<file path="config.mk">
export PLATFORM = sky130hd
export DESIGN_NAME = getm_fifo
export DESIGN_NICKNAME = d
export VERILOG_FILES = /design/src/design/getm_pkg.sv /design/src/design/getm_fifo.sv
export SDC_FILE = /design/constraint.sdc
export NUM_CORES = 1
export LEC_CHECK = 0
export ABC_AREA = 1
export BUFFER_PORTS_ARGS = -buffer_cell sky130_fd_sc_hd__buf_2
export CAP_MARGIN = 15
export CELL_PAD_IN_SITES_DETAIL_PLACEMENT = 0
export CELL_PAD_IN_SITES_GLOBAL_PLACEMENT = 1
export CORE_UTILIZATION = 35
export CTS_BUF_LIST = sky130_fd_sc_hd__clkbuf_4 sky130_fd_sc_hd__clkbuf_8 sky130_fd_sc_hd__clkbuf_16
export DETAILED_ROUTE_END_ITERATION = 12
export PLACE_DENSITY_LB_ADDON = 0.1
export RECOVER_POWER = 25
export SKIP_LAST_GASP = 1
export SLEW_MARGIN = 20
export SYNTH_ARGS = -nofsm -noshare
export SYNTH_HDL_FRONTEND = slang
export SYNTH_SLANG_ARGS = --single-unit
</file>
<file path="constraint.sdc">
create_clock -name i_clk -period 4.8 [get_ports i_clk]
set_input_delay 0.96 -clock i_clk [delete_from_list [all_inputs] [get_ports i_clk]]
set_output_delay 0.96 -clock i_clk [all_outputs]
set_load 0.02 [all_outputs]
</file>
<file path="src/design/getm_pkg.sv">
// Shared types, constants and register codes for the gradient edge threshold map.
// Used by every module of the block; depends on nothing.
`timescale 1ns / 1ps

package getm_pkg;

    localparam int DEF_MAX_WIDTH    = 1024;
    localparam int DEF_CHANNEL_BITS = 8;

    localparam int LINE_WIDTH_W   = 11;
    localparam int FRAME_HEIGHT_W = 13;
    localparam int THRESH_W       = 17;
    localparam int ROW_W          = 12;
    localparam int MAX_HEIGHT     = 4096;

    localparam int CFG_INDEX_W = 2;
    localparam int CFG_DATA_W  = THRESH_W;

    localparam logic [LINE_WIDTH_W-1:0]   RST_LINE_WIDTH   = 11'd640;
    localparam logic [FRAME_HEIGHT_W-1:0] RST_FRAME_HEIGHT = 13'd480;
    localparam logic [THRESH_W-1:0]       RST_THRESHOLD_SQ = 17'd4064;

    localparam int OUT_TDATA_W = 8;
    localparam int EDGE_BITS   = 3;

    localparam int QUEUE_DEPTH = 4;
    localparam int QPTR_W      = 2;

    typedef enum logic [CFG_INDEX_W-1:0] {
        CFG_LINE_WIDTH        = 2'd0,
        CFG_FRAME_HEIGHT      = 2'd1,
        CFG_EDGE_THRESHOLD_SQ = 2'd2
    } t_cfg_index;

    typedef enum logic {
        BK_PRIMARY = 1'b0,
        BK_TRAILER = 1'b1
    } t_back_state;

    typedef struct packed {
        logic border;
        logic last_row;
        logic last_col;
    } t_item_flags;

endpackage

</file>
<file path="src/design/getm_fifo.sv">
// Short register queue that decouples the front end from the result stage.
// Depends on getm_pkg for its depth.
`timescale 1ns / 1ps

module getm_fifo
    import getm_pkg::*;
#(
    parameter int WIDTH = 8
) (
    input  logic             i_clk,
    input  logic             i_rst_n,
    input  logic             i_push,
    output logic             o_ready,
    input  logic [WIDTH-1:0] i_data,
    output logic             o_valid,
    input  logic             i_pop,
    output logic [WIDTH-1:0] o_data
);

    logic [WIDTH-1:0]  r_mem [QUEUE_DEPTH];
    logic [QPTR_W-1:0] r_wr;
    logic [QPTR_W-1:0] r_rd;
    logic [QPTR_W:0]   r_count;
    logic              do_push;
    logic              do_pop;

    assign o_ready = (r_count != (QPTR_W+1)'(QUEUE_DEPTH));
    assign o_valid = (r_count != '0);
    assign o_data  = r_mem[r_rd];
    assign do_push = i_push && o_ready;
    assign do_pop  = i_pop && o_valid;

    always_ff @(posedge i_clk) begin
        if (!i_rst_n) begin
            r_wr    <= '0;
            r_rd    <= '0;
            r_count <= '0;
        end else begin
            if (do_push) begin
                r_wr <= r_wr + 1'b1;
            end
            if (do_pop) begin
                r_rd <= r_rd + 1'b1;
            end
            if (do_push && !do_pop) begin
                r_count <= r_count + 1'b1;
            end else if (do_pop && !do_push) begin
                r_count <= r_count - 1'b1;
            end
        end
    end

    always_ff @(posedge i_clk) begin
        if (do_push) begin
            r_mem[r_wr] <= i_data;
        end
    end

endmodule

</file>
==> impl_metrics.py <==
metrics = {
    "routing": {
        "wl_um": 3040,
        "drc": 0,
        "routed_via_density": 4.86,
        "drt_first_iter_violations": 112,
        "wire_per_inst_um": 13.6,
        "ant_nets": 0,
        "vias": 1084,
        "drt_pre_antenna_iters": 4,
    },
    "clock_tree": {
        "clk_pin_slew_worst_paths_ns": 0.08,
        "clock-root-buffer": "clkbuf_8",
        "cts.sinks": 41,
        "cts_buffer_depth": 2,
        "cts.hold.buffers_added": 0,
        "cts_tree": "yes",
        "cts_made_buffers": 5,
        "cts_resized": 0,
        "post_cts_buffers": 0,
        "clk_latency_ns": 0.30,
        "cts_max_level": 2,
    },
    "yosys": {
        "synth_compound_area_frac": 0.0956,
        "yosys_warnings": 0,
        "syn_area_per_cell_um2": 11.7,
        "synthAdderAreaFrac": 0.0489,
        "synth_xor_area_frac": 0.00519,
        "postSynthCellCount": 144,
        "seq_area_frac_synth": 0.676,
        "synth.cell_area_mm2": 0.00169,
        "ys_ff_latch": 41,
        "syn_nets": 162,
        "synth_cell_type_count": 19,
        "yosys.area_share.simple": 0.125,
        "synth_top_family_by_area": "simple AND/OR/NAND/NOR gates",
        "muxShareOfSynthArea": 0,
    },
    "worst_setup_path": {
        "cp.required_ns": 3.84,
        "crit_type": "register to primary output",
        "crit_fanout": 17,
        "critPathLaunchType": "register",
        "arrival_ns": 1.81,
        "end_kind": "primary output",
    },
    "final_layout": {
        "nFillCells": 440,
        "antenna_cells": 0,
        "fin_nets": 188,
        "fin_area_mm2": 0.00192,
        "regArea_mm2": 0.00114,
        "areaGrowthSynthToFinish_pct": 13.8,
        "layout-drive-gt1-share": 0.205,
        "multiInputGateArea_um2": 464,
    },
    "timing": {
        "finClkSkew_ns": 0.00918,
        "timing.fmax_mhz": 361,
        "rsz0062_at_grt": "no",
        "holdWs_ns": 0.510,
        "final.min_clock_period_ns": 2.77,
        "setup_viol": 0,
        "period_share": 0.576,
        "final_hold_viol_count": 0,
        "worst_pin_slew_ns": 0.813,
        "slew_headroom": 0.456,
        "final_max_slew_viol_count": 0,
        "setup_tns_ns": 0,
    },
    "die": {
        "boundaryPins": 22,
        "fp.dieH_um": 71.4,
        "die_w_um": 71.4,
        "die_area_mm2": 0.00510,
        "start_util": 0.375,
        "core_mm2": 0.00450,
        "num_rows": 24,
    },
    "power_and_ir_drop": {
        "total_leakage_power_nw": 0.720,
        "intPower_uw": 648,
        "pwr-share-seq": 0.474,
        "p_sw_frac": 0.357,
        "switchingPower_uw": 360,
        "p_per_area_mw_per_mm2": 525,
        "ir_drop_v": 0.000181,
        "pwr-share-clk": 0.222,
        "combPwrFrac": 0.304,
        "total_power_mw": 1.01,
    },
    "min_path": {
        "hold_class": "register to register",
    },
    "run_status": {
        "outcome": "complete, no violations",
    },
    "place": {
        "routabilityCongestion": 0.702,
        "port_buffers": 21,
        "placed_area_mm2": 0.00184,
        "dp.final_hpwl_um": 2040,
    },
    "global_routing": {
        "track_usage": 0.135,
        "grt_overflow": 0,
        "grt_pass1_vias": 1104,
        "antenna_found_initial": 0,
        "grt_max_degree": 18,
        "grt_pass1_wl_um": 5030,
    },
    "flow_run": {
        "cap_violations": 0,
    },
}
final cells by class:
class | count | area share
timing repair buffer | 21 | 0.0515
sequential | 41 | 0.594
inverter | 16 | 0.0313
clock buffer | 6 | 0.0397
clock inverter | 2 | 0.00782
multi-input combinational | 85 | 0.242
tap | 52 | 0.0339
per-stage QoR:
stage / util / instances / setup slack, ns
final: 0.426 / 223 / 2.03
after CTS: 0.428 / 223 / 2.05
after detailed placement: 0.408 / 215 / 2.38
after global placement: 0.408 / 215 / 2.46
after floorplan: - / 144 / 2.73
after global routing: 0.426 / 223 / 1.84
power by group through the flow:
stage	Combinational [mW]	Clock (mW)	Sequential (mW)
CTS	0.310	0.230	0.478
finish	0.307	0.224	0.477
floorplan	0.236	0	0.469
global placement	0.300	0	0.485
detailed placement	0.307	0	0.486
global route	0.348	0.244	0.485
registers in the layout, indices dropped and copies added (netlist names), named ones only:
register and flops:
r_rd 2, r_count 3, r_mem 32, r_wr 2
Yosys cell counts:
cell type   n  area [um^2]
o21ai_1     1         5.00
nand3_1     4         20.0
buf_6       2         22.5
nand2_1    11         41.3
fa_1        1         20.0
nand3b_1    1         7.51
inv_2       2         7.51
xor2_1      1         8.76
o22ai_1     8         50.1
nor2_2      2         12.5
a21oi_1     3         15.0
nor2_1     28          105
dfxtp_1     9          180
o21ai_0    13         65.1
nand2_2     4         25.0
inv_1      14         52.6
ha_1        5         62.6
o21ai_2     3         26.3
edfxtp_1   32          961
metal layers:
layer  wire (um)  global-route usage  up-vias
li1            -                   -      544
met3         166              0.0549        5
met1        1250               0.139      514
met5           0                   0        -
met2        1570               0.239       21
met4          49              0.0622        0
critical path, cell delays in order (launching register included):
cell and delay [ns]:
dfxtp_1 0.71, inv_2 0.27, o21ai_0 0.24, o22ai_1 0.12
buf_2 0.17
layout by cell type (no fill, tap or decap):
master / count
edfxtp_1: 32
nor2_1: 28
buf_2: 16
inv_1: 14
o21ai_0: 13
nand2_1: 11
dfxtp_1: 9
o22ai_1: 8
ha_1: 5
clkbuf_8: 5
clkbuf_1: 5
nand2_2: 4
nand3_1: 4
o21ai_2: 3
a21oi_1: 3
nor2_2: 2
inv_2: 2
clkinvlp_4: 2
o21ai_1: 1
xor2_1: 1
nand3b_1: 1
fa_1: 1
clkbuf_4: 1
kinds of logic (layout without fill, tap and decap cells):
family                   count (synthesis)  in the layout
AND/OR/NAND/NOR                         50             50
adder cells (fa/ha/maj)                  6              6
flip-flops                              41             41
buffers and inverters                   18             45
AO/OA/AOI/OAI                           28             28
XOR/XNOR                                 1              1
final timing paths:
path | start | end | slack, ns | cells after the start
min reg2reg | r_rd[0]$_SDFFE_PN0P_ | r_rd[0]$_SDFFE_PN0P_ | 0.51 | 2
max | register | o_data[3] | 2.03 | 4
min | r_rd[0]$_SDFFE_PN0P_ | r_rd[0]$_SDFFE_PN0P_ | 0.51 | 2
max reg2reg | r_count[0]$_SDFFE_PN0P_ | r_count[2]$_SDFFE_PN0P_ | 2.94 | 13
Note: power is estimated with default switching activity, not from simulation.
