$ cat src/design/getm_pkg.sv
// Shared types, constants and register codes for the gradient edge threshold map.
// Used by every module of the block; depends on nothing.
`timescale 1ns / 1ps

package getm_pkg;

    localparam int DEF_MAX_WIDTH    = 1024;
    localparam int DEF_CHANNEL_BITS = 8;

    localparam int LINE_WIDTH_W   = 11;
    localparam int FRAME_HEIGHT_W = 13;
    localparam int THRESH_W       = 17;
    localparam int ROW_W          = 12;
    localparam int MAX_HEIGHT     = 4096;

    localparam int CFG_INDEX_W = 2;
    localparam int CFG_DATA_W  = THRESH_W;

    localparam logic [LINE_WIDTH_W-1:0]   RST_LINE_WIDTH   = 11'd640;
    localparam logic [FRAME_HEIGHT_W-1:0] RST_FRAME_HEIGHT = 13'd480;
    localparam logic [THRESH_W-1:0]       RST_THRESHOLD_SQ = 17'd4064;

    localparam int OUT_TDATA_W = 8;
    localparam int EDGE_BITS   = 3;

    localparam int QUEUE_DEPTH = 4;
    localparam int QPTR_W      = 2;

    typedef enum logic [CFG_INDEX_W-1:0] {
        CFG_LINE_WIDTH        = 2'd0,
        CFG_FRAME_HEIGHT      = 2'd1,
        CFG_EDGE_THRESHOLD_SQ = 2'd2
    } t_cfg_index;

    typedef enum logic {
        BK_PRIMARY = 1'b0,
        BK_TRAILER = 1'b1
    } t_back_state;

    typedef struct packed {
        logic border;
        logic last_row;
        logic last_col;
    } t_item_flags;

endpackage

$ cat src/design/getm_back.sv
// Result stage: threshold compare, the extra last-row word and the output register.
// Depends on getm_pkg.
`timescale 1ns / 1ps

module getm_back
    import getm_pkg::*;
#(
    parameter int CHANNEL_BITS = DEF_CHANNEL_BITS
) (
    input  logic                       i_clk,
    input  logic                       i_rst_n,
    input  logic [THRESH_W-1:0]        i_threshold,
    input  logic                       i_q_valid,
    output logic                       o_q_pop,
    input  logic [12*CHANNEL_BITS-1:0] i_squares,
    input  t_item_flags                i_flags,
    input  logic                       i_m_tready,
    output logic                       o_m_tvalid,
    output logic [EDGE_BITS-1:0]       o_edges,
    output logic                       o_run_last,
    output logic                       o_frame_last
);

    localparam int SQW  = 2 * CHANNEL_BITS;
    localparam int SUMW = SQW + 1;
    localparam int CW   = (SUMW > THRESH_W) ? SUMW : THRESH_W;

    t_back_state r_state;
    t_back_state n_state;

    logic                 r_ovalid;
    logic [EDGE_BITS-1:0] r_edges;
    logic                 r_run_last;
    logic                 r_frame_last;
    logic                 r_trail_last_col;

    logic                 out_free;
    logic                 load;
    logic                 n_ovalid;
    logic [EDGE_BITS-1:0] n_edges;
    logic                 n_run_last;
    logic                 n_frame_last;
    logic [EDGE_BITS-1:0] over;

    for (genvar k = 0; k < EDGE_BITS; k++) begin : g_cmp
        logic [SUMW-1:0] sum;
        assign sum = {1'b0, i_squares[(2*k)*SQW +: SQW]}
                   + {1'b0, i_squares[(2*k+1)*SQW +: SQW]};
        assign over[k] = (CW'(sum) > CW'(i_threshold));
    end

    assign out_free = !r_ovalid || i_m_tready;
    assign o_q_pop  = out_free && (r_state == BK_PRIMARY) && i_q_valid;

    always_comb begin
        n_state = r_state;
        case (r_state)
            BK_PRIMARY: begin
                if (o_q_pop && i_flags.last_row) begin
                    n_state = BK_TRAILER;
                end
            end
            BK_TRAILER: begin
                if (out_free) begin
                    n_state = BK_PRIMARY;
                end
            end
            default: n_state = BK_PRIMARY;
        endcase
    end

    always_comb begin
        load         = 1'b0;
        n_ovalid     = 1'b0;
        n_edges      = '0;
        n_run_last   = 1'b0;
        n_frame_last = 1'b0;
        case (r_state)
            BK_PRIMARY: begin
                load       = out_free;
                n_ovalid   = i_q_valid;
                n_edges    = i_flags.border ? '0 : over;
                n_run_last = !i_flags.last_row;
            end
            BK_TRAILER: begin
                load         = out_free;
                n_ovalid     = 1'b1;
                n_run_last   = 1'b1;
                n_frame_last = r_trail_last_col;
            end
            default: load = 1'b0;
        endcase
    end

    always_ff @(posedge i_clk) begin
        if (!i_rst_n) begin
            r_state  <= BK_PRIMARY;
            r_ovalid <= 1'b0;
        end else begin
            r_state <= n_state;
            if (load) begin
                r_ovalid <= n_ovalid;
            end
        end
    end

    always_ff @(posedge i_clk) begin
        if (load) begin
            r_edges      <= n_edges;
            r_run_last   <= n_run_last;
            r_frame_last <= n_frame_last;
        end
        if (o_q_pop) begin
            r_trail_last_col <= i_flags.last_col;
        end
    end

    assign o_m_tvalid   = r_ovalid;
    assign o_edges      = r_edges;
    assign o_run_last   = r_run_last;
    assign o_frame_last = r_frame_last;

endmodule

$ cat config.mk
export PLATFORM = sky130hd
export DESIGN_NAME = getm_back
export DESIGN_NICKNAME = d
export VERILOG_FILES = /design/src/design/getm_pkg.sv /design/src/design/getm_back.sv
export SDC_FILE = /design/constraint.sdc
export NUM_CORES = 1
export LEC_CHECK = 0
export ABC_AREA = 0
export ABC_CLOCK_PERIOD_IN_PS = 3350
export BUFFER_PORTS_ARGS = -buffer_cell sky130_fd_sc_hd__buf_2
export CORE_ASPECT_RATIO = 0.6
export CORE_MARGIN = 1
export CORE_UTILIZATION = 45
export CTS_BUF_LIST = sky130_fd_sc_hd__clkbuf_16
export CTS_CLUSTER_DIAMETER = 50
export DETAILED_ROUTE_END_ITERATION = 7
export GPL_TIMING_DRIVEN = 0
export PLACE_DENSITY_LB_ADDON = 0.1
export SYNTH_ARGS = -nofsm -noshare
export SYNTH_HDL_FRONTEND = slang
export SYNTH_SLANG_ARGS = --single-unit
export TNS_END_PERCENT = 20
$ cat constraint.sdc
create_clock -name i_clk -period 3.35 [get_ports i_clk]
set_clock_uncertainty 0.05 [all_clocks]
set_input_delay 0.335 -clock i_clk [delete_from_list [all_inputs] [get_ports i_clk]]
set_output_delay 0.335 -clock i_clk [all_outputs]
set_load 0.03 [all_outputs]
==> implementation parameters <==
Parameter                              Value

Outcome
  Status    complete, no violations

Yosys
  Top FF cell, synth    edfxtp_1
  Average instance area after synthesis    7.87 um^2
  Netlist Area Pre-Place    3630 um^2
  Synthesized instance count    461
  Post-synth EDFFs    6
  Share of the yosys chip area belonging to registers    0.0607
  Fraction of synthesized cell area taken by the top area cell type    0.341
  Largest area contributor in the netlist    ha_1
  Most area-consuming cells after synthesis    ha_1 34%, xnor2_1 6.8%, a21oi_1 6.3%
  Number of synthesis warnings    0
  Synthesized Nets    683
  Post-synth ARST share    0
  Flops & latches, synth    8
  Count of cell types in the netlist    58

Power and ir drop
  Leak pwr    2.33 nW
  Power dissipated by switching net loads    0.549 mW
  Worst-case vdd ir drop    0.000154 V
  Total power    1.25 mW
  Switching power share of the total    0.439
  Cell Int Power    0.702 mW
  Pwr per Cell Area    270 nW/um^2
  Part of the power in combinational logic    0.746
  Relative contribution of the clock network to total power    0.156
  Sequential share of power    0.098

GRT
  Number of antenna violations at the first check in global routing    0
  GRT Total Usage    0.228
  Via count of the first global-routing pass    3500
  Global-route wire length before repair    16.0 mm
  Maximum number of pins on one net before global-route repair    9
  Grt total ovfl    0

Setup path
  Critical path endpoint category    flip-flop
  FF-to-FF Start    r_state$_SDFF_PN0_
  R2r endpoint    o_edges[2]$_SDFFCE_PP0N_
  Cell at the slowest stage of the critical path    ha_1
  Delay of the slowest cell on the worst path    350 ps
  Data arrival time of the worst path    3150 ps
  CP Launch Type    input pin
  Critical path startpoint    i_squares[34]
  End point of the critical path    o_edges[1]$_SDFFCE_PP0N_
  Reg-to-reg slack, setup    2220 ps
  Biggest fanout along the worst timing path    4
  CP Cell Sequence    buf_2 -> ha_1 -> nor2b_2 -> o31a_1 -> o21ai_2 -> o21ai_2 -> o31ai_2 -> xnor2_1 -> ha_1 -> a21oi_2 -> nor2b_1 -> o21ai_0 -> o21ai_0 -> a211o_1 -> and3_1
  Depth of the most critical reg-to-reg path    3
  Data required time at the worst endpoint    3280 ps
  Type of the worst setup path    in2reg
  Cell family with most CP delay    compound AO/OA/AOI/OAI gates
  Buf/Inv on CP    1
  Critical path depth    15

Clock network
  CTS tree    yes
  CTS H-tree depth    1
  Clock buffer depth    2
  Clock Root Buffer    clkbuf_16
  Clock transition at the registers of the reported paths    30 ps
  Cts bufs inserted    3
  Number of buffers inserted by hold repair at cts    0
  # clock sinks    8
  Clock network latency to the later pin of the worst-skew pair    230 ps

Detailed routing
  Post-detailed-route DRC marker count    0
  Detailed-routing iteration count for the pre-antenna-repair pass    5
  Wire length after detailed routing    9.92 mm
  DRC marker count from the first detailed-route iteration    232
  Routed Antenna Nets    0
  Vias per std cell    5.50
  DR vias    3840
  Avg WL per Cell    14.2 um

Finish
  Post-route insts no fill    698
  Antenna Cells    0
  Area overhead of the layout relative to synthesis    27.7%
  Most common cell after layout, fill and taps aside    buf_2
  Layout filler cell count    711
  Share of cells above drive strength 1    0.288
  Post-layout nets    818
  Final design area excluding fillers    4630 um^2
  Commonest cells after routing, fill and taps aside    126 x buf_2, 94 x ha_1, 42 x a21oi_1

Floorplanning
  Std-Cell Core Area    7540 um^2
  Die H    71.5 um
  Initial cell density of the core    0.481
  Die Footprint    8440 um^2
  Std cell rows    24
  I/O pin count    127
  Die boundary width    118 um

Placement
  Detailed placer's ending HPWL    8.55 mm
  Instance count after placement with tap cells included    691
  Cell area after placement    4390 um^2
  IO Port Bufs    126
  Final RePlAce weighted congestion    0.873

Job
  # Max-Cap Violations    0

Hold path
  Critical hold path startpoint    i_flags[0]
  Min-delay worst type    in2reg

STA
  Count of final max-slew check failures    0
  Setup violation total in the final timing report    0
  Peak Freq    0.310 GHz
  Crit share post-route    0.963
  Number of endpoints with negative hold slack in the final report    0
  Setup_tns    0 ps
  Worst slew margin relative to its limit    0.745
  Min Tclk post-route    3230 ps
  Transition at the pin with the smallest max-transition slack    379 ps
  Worst hold slack after final layout    232 ps
[synthesized netlist by cell type, types with 2 or more instances]
| cell type | instances |
|---|---|
| xnor2_1 | 28 |
| fa_1 | 3 |
| nand4_1 | 11 |
| and3_1 | 4 |
| edfxtp_1 | 6 |
| o31ai_1 | 2 |
| nand2b_1 | 3 |
| o31a_1 | 4 |
| inv_1 | 37 |
| o21ai_1 | 2 |
| o21ai_0 | 25 |
| a21oi_2 | 2 |
| a211o_1 | 2 |
| nand2_1 | 25 |
| a21oi_1 | 46 |
| nor2b_1 | 17 |
| clkbuf_1 | 2 |
| a21o_1 | 20 |
| nor2_1 | 30 |
| o21bai_1 | 2 |
| nor3_1 | 6 |
| a31oi_1 | 6 |
| ha_1 | 99 |
| o21ai_2 | 2 |
| o211ai_1 | 6 |
| dfxtp_1 | 2 |
| a211oi_1 | 11 |
| xor2_1 | 11 |
| nand3_1 | 13 |
| o21a_1 | 6 |
[worst register-to-register path: stages (launching register included)]
cell     delay [ps]
dfxtp_1         340
nor2_1          280
o31ai_2         120
a31oi_1         180
[repair_timing]
item,CTS,global route
pin swaps,5,20
setup buffers,1,3
endpoints found under the setup margin,1,3
resized for setup,5,28
[stage by stage]
stage | util | setup slack [ps]
2_1_floorplan | - | 168
3_3_place_gp | 0.582 | -321
3_5_place_dp | 0.582 | -408
4_1_cts | 0.596 | 2.70
5_1_grt | 0.615 | -11.0
6_report | 0.615 | 125
[flip-flops by register name, indices dropped and copies added (netlist names)]
register / count
o_edges: 3
o_frame_last: 1
o_m_tvalid: 1
o_run_last: 1
r_state: 1
r_trail_last_col: 1
[power by group through the flow]
stage               combinational [mW]  sequential [mW]  clock, mW
floorplan                        0.611            0.142          0
global placement                 0.838            0.124          0
detailed placement               0.865            0.124          0
CTS                              0.878            0.123      0.199
global route                      1.04            0.124      0.205
finish                           0.932            0.122      0.196
[routing by layer]
metal	global-route usage	up-vias	part of all wire
met5	0	-	0
met4	0.0228	0	0.0049
met3	0.0295	7	0.075
met2	0.335	152	0.39
met1	0.358	1693	0.53
li1	-	1988	-
[cells by family (layout without fill, tap and decap cells)]
group           Yosys count  in the layout  synth area share
compound gates          151            151             0.275
xor+xnor                 39             39            0.0942
fa+ha+maj               102            102             0.358
buf+inv                  40            173            0.0435
flops                     8              8            0.0607
mux                       1              1           0.00276
simple gates            120            120             0.166
[how the worst min path moves through the flow]
stage / end / cells past startpoint
after global placement: r_trail_last_col$_DFFE_PP_ / 1
after global routing: r_trail_last_col$_DFFE_PP_ / 1
after detailed placement: r_trail_last_col$_DFFE_PP_ / 1
final: r_trail_last_col$_DFFE_PP_ / 1
after floorplan: r_trail_last_col$_DFFE_PP_ / 0
after CTS: r_trail_last_col$_DFFE_PP_ / 1
[area by class of cell]
| class | count | area (um^2) | share of cell area |
|---|---|---|---|
| Buffer | 3 | 18.8 | 0.00405 |
| Clock buffer | 3 | 75.1 | 0.0162 |
| Inverter | 37 | 139 | 0.0300 |
| Multi-Input combinational cell | 413 | 3390 | 0.732 |
| Sequential cell | 8 | 220 | 0.0475 |
| Tap cell | 104 | 130 | 0.0281 |
| Timing Repair Buffer | 130 | 661 | 0.143 |
Power figures use the tool's default switching activity.
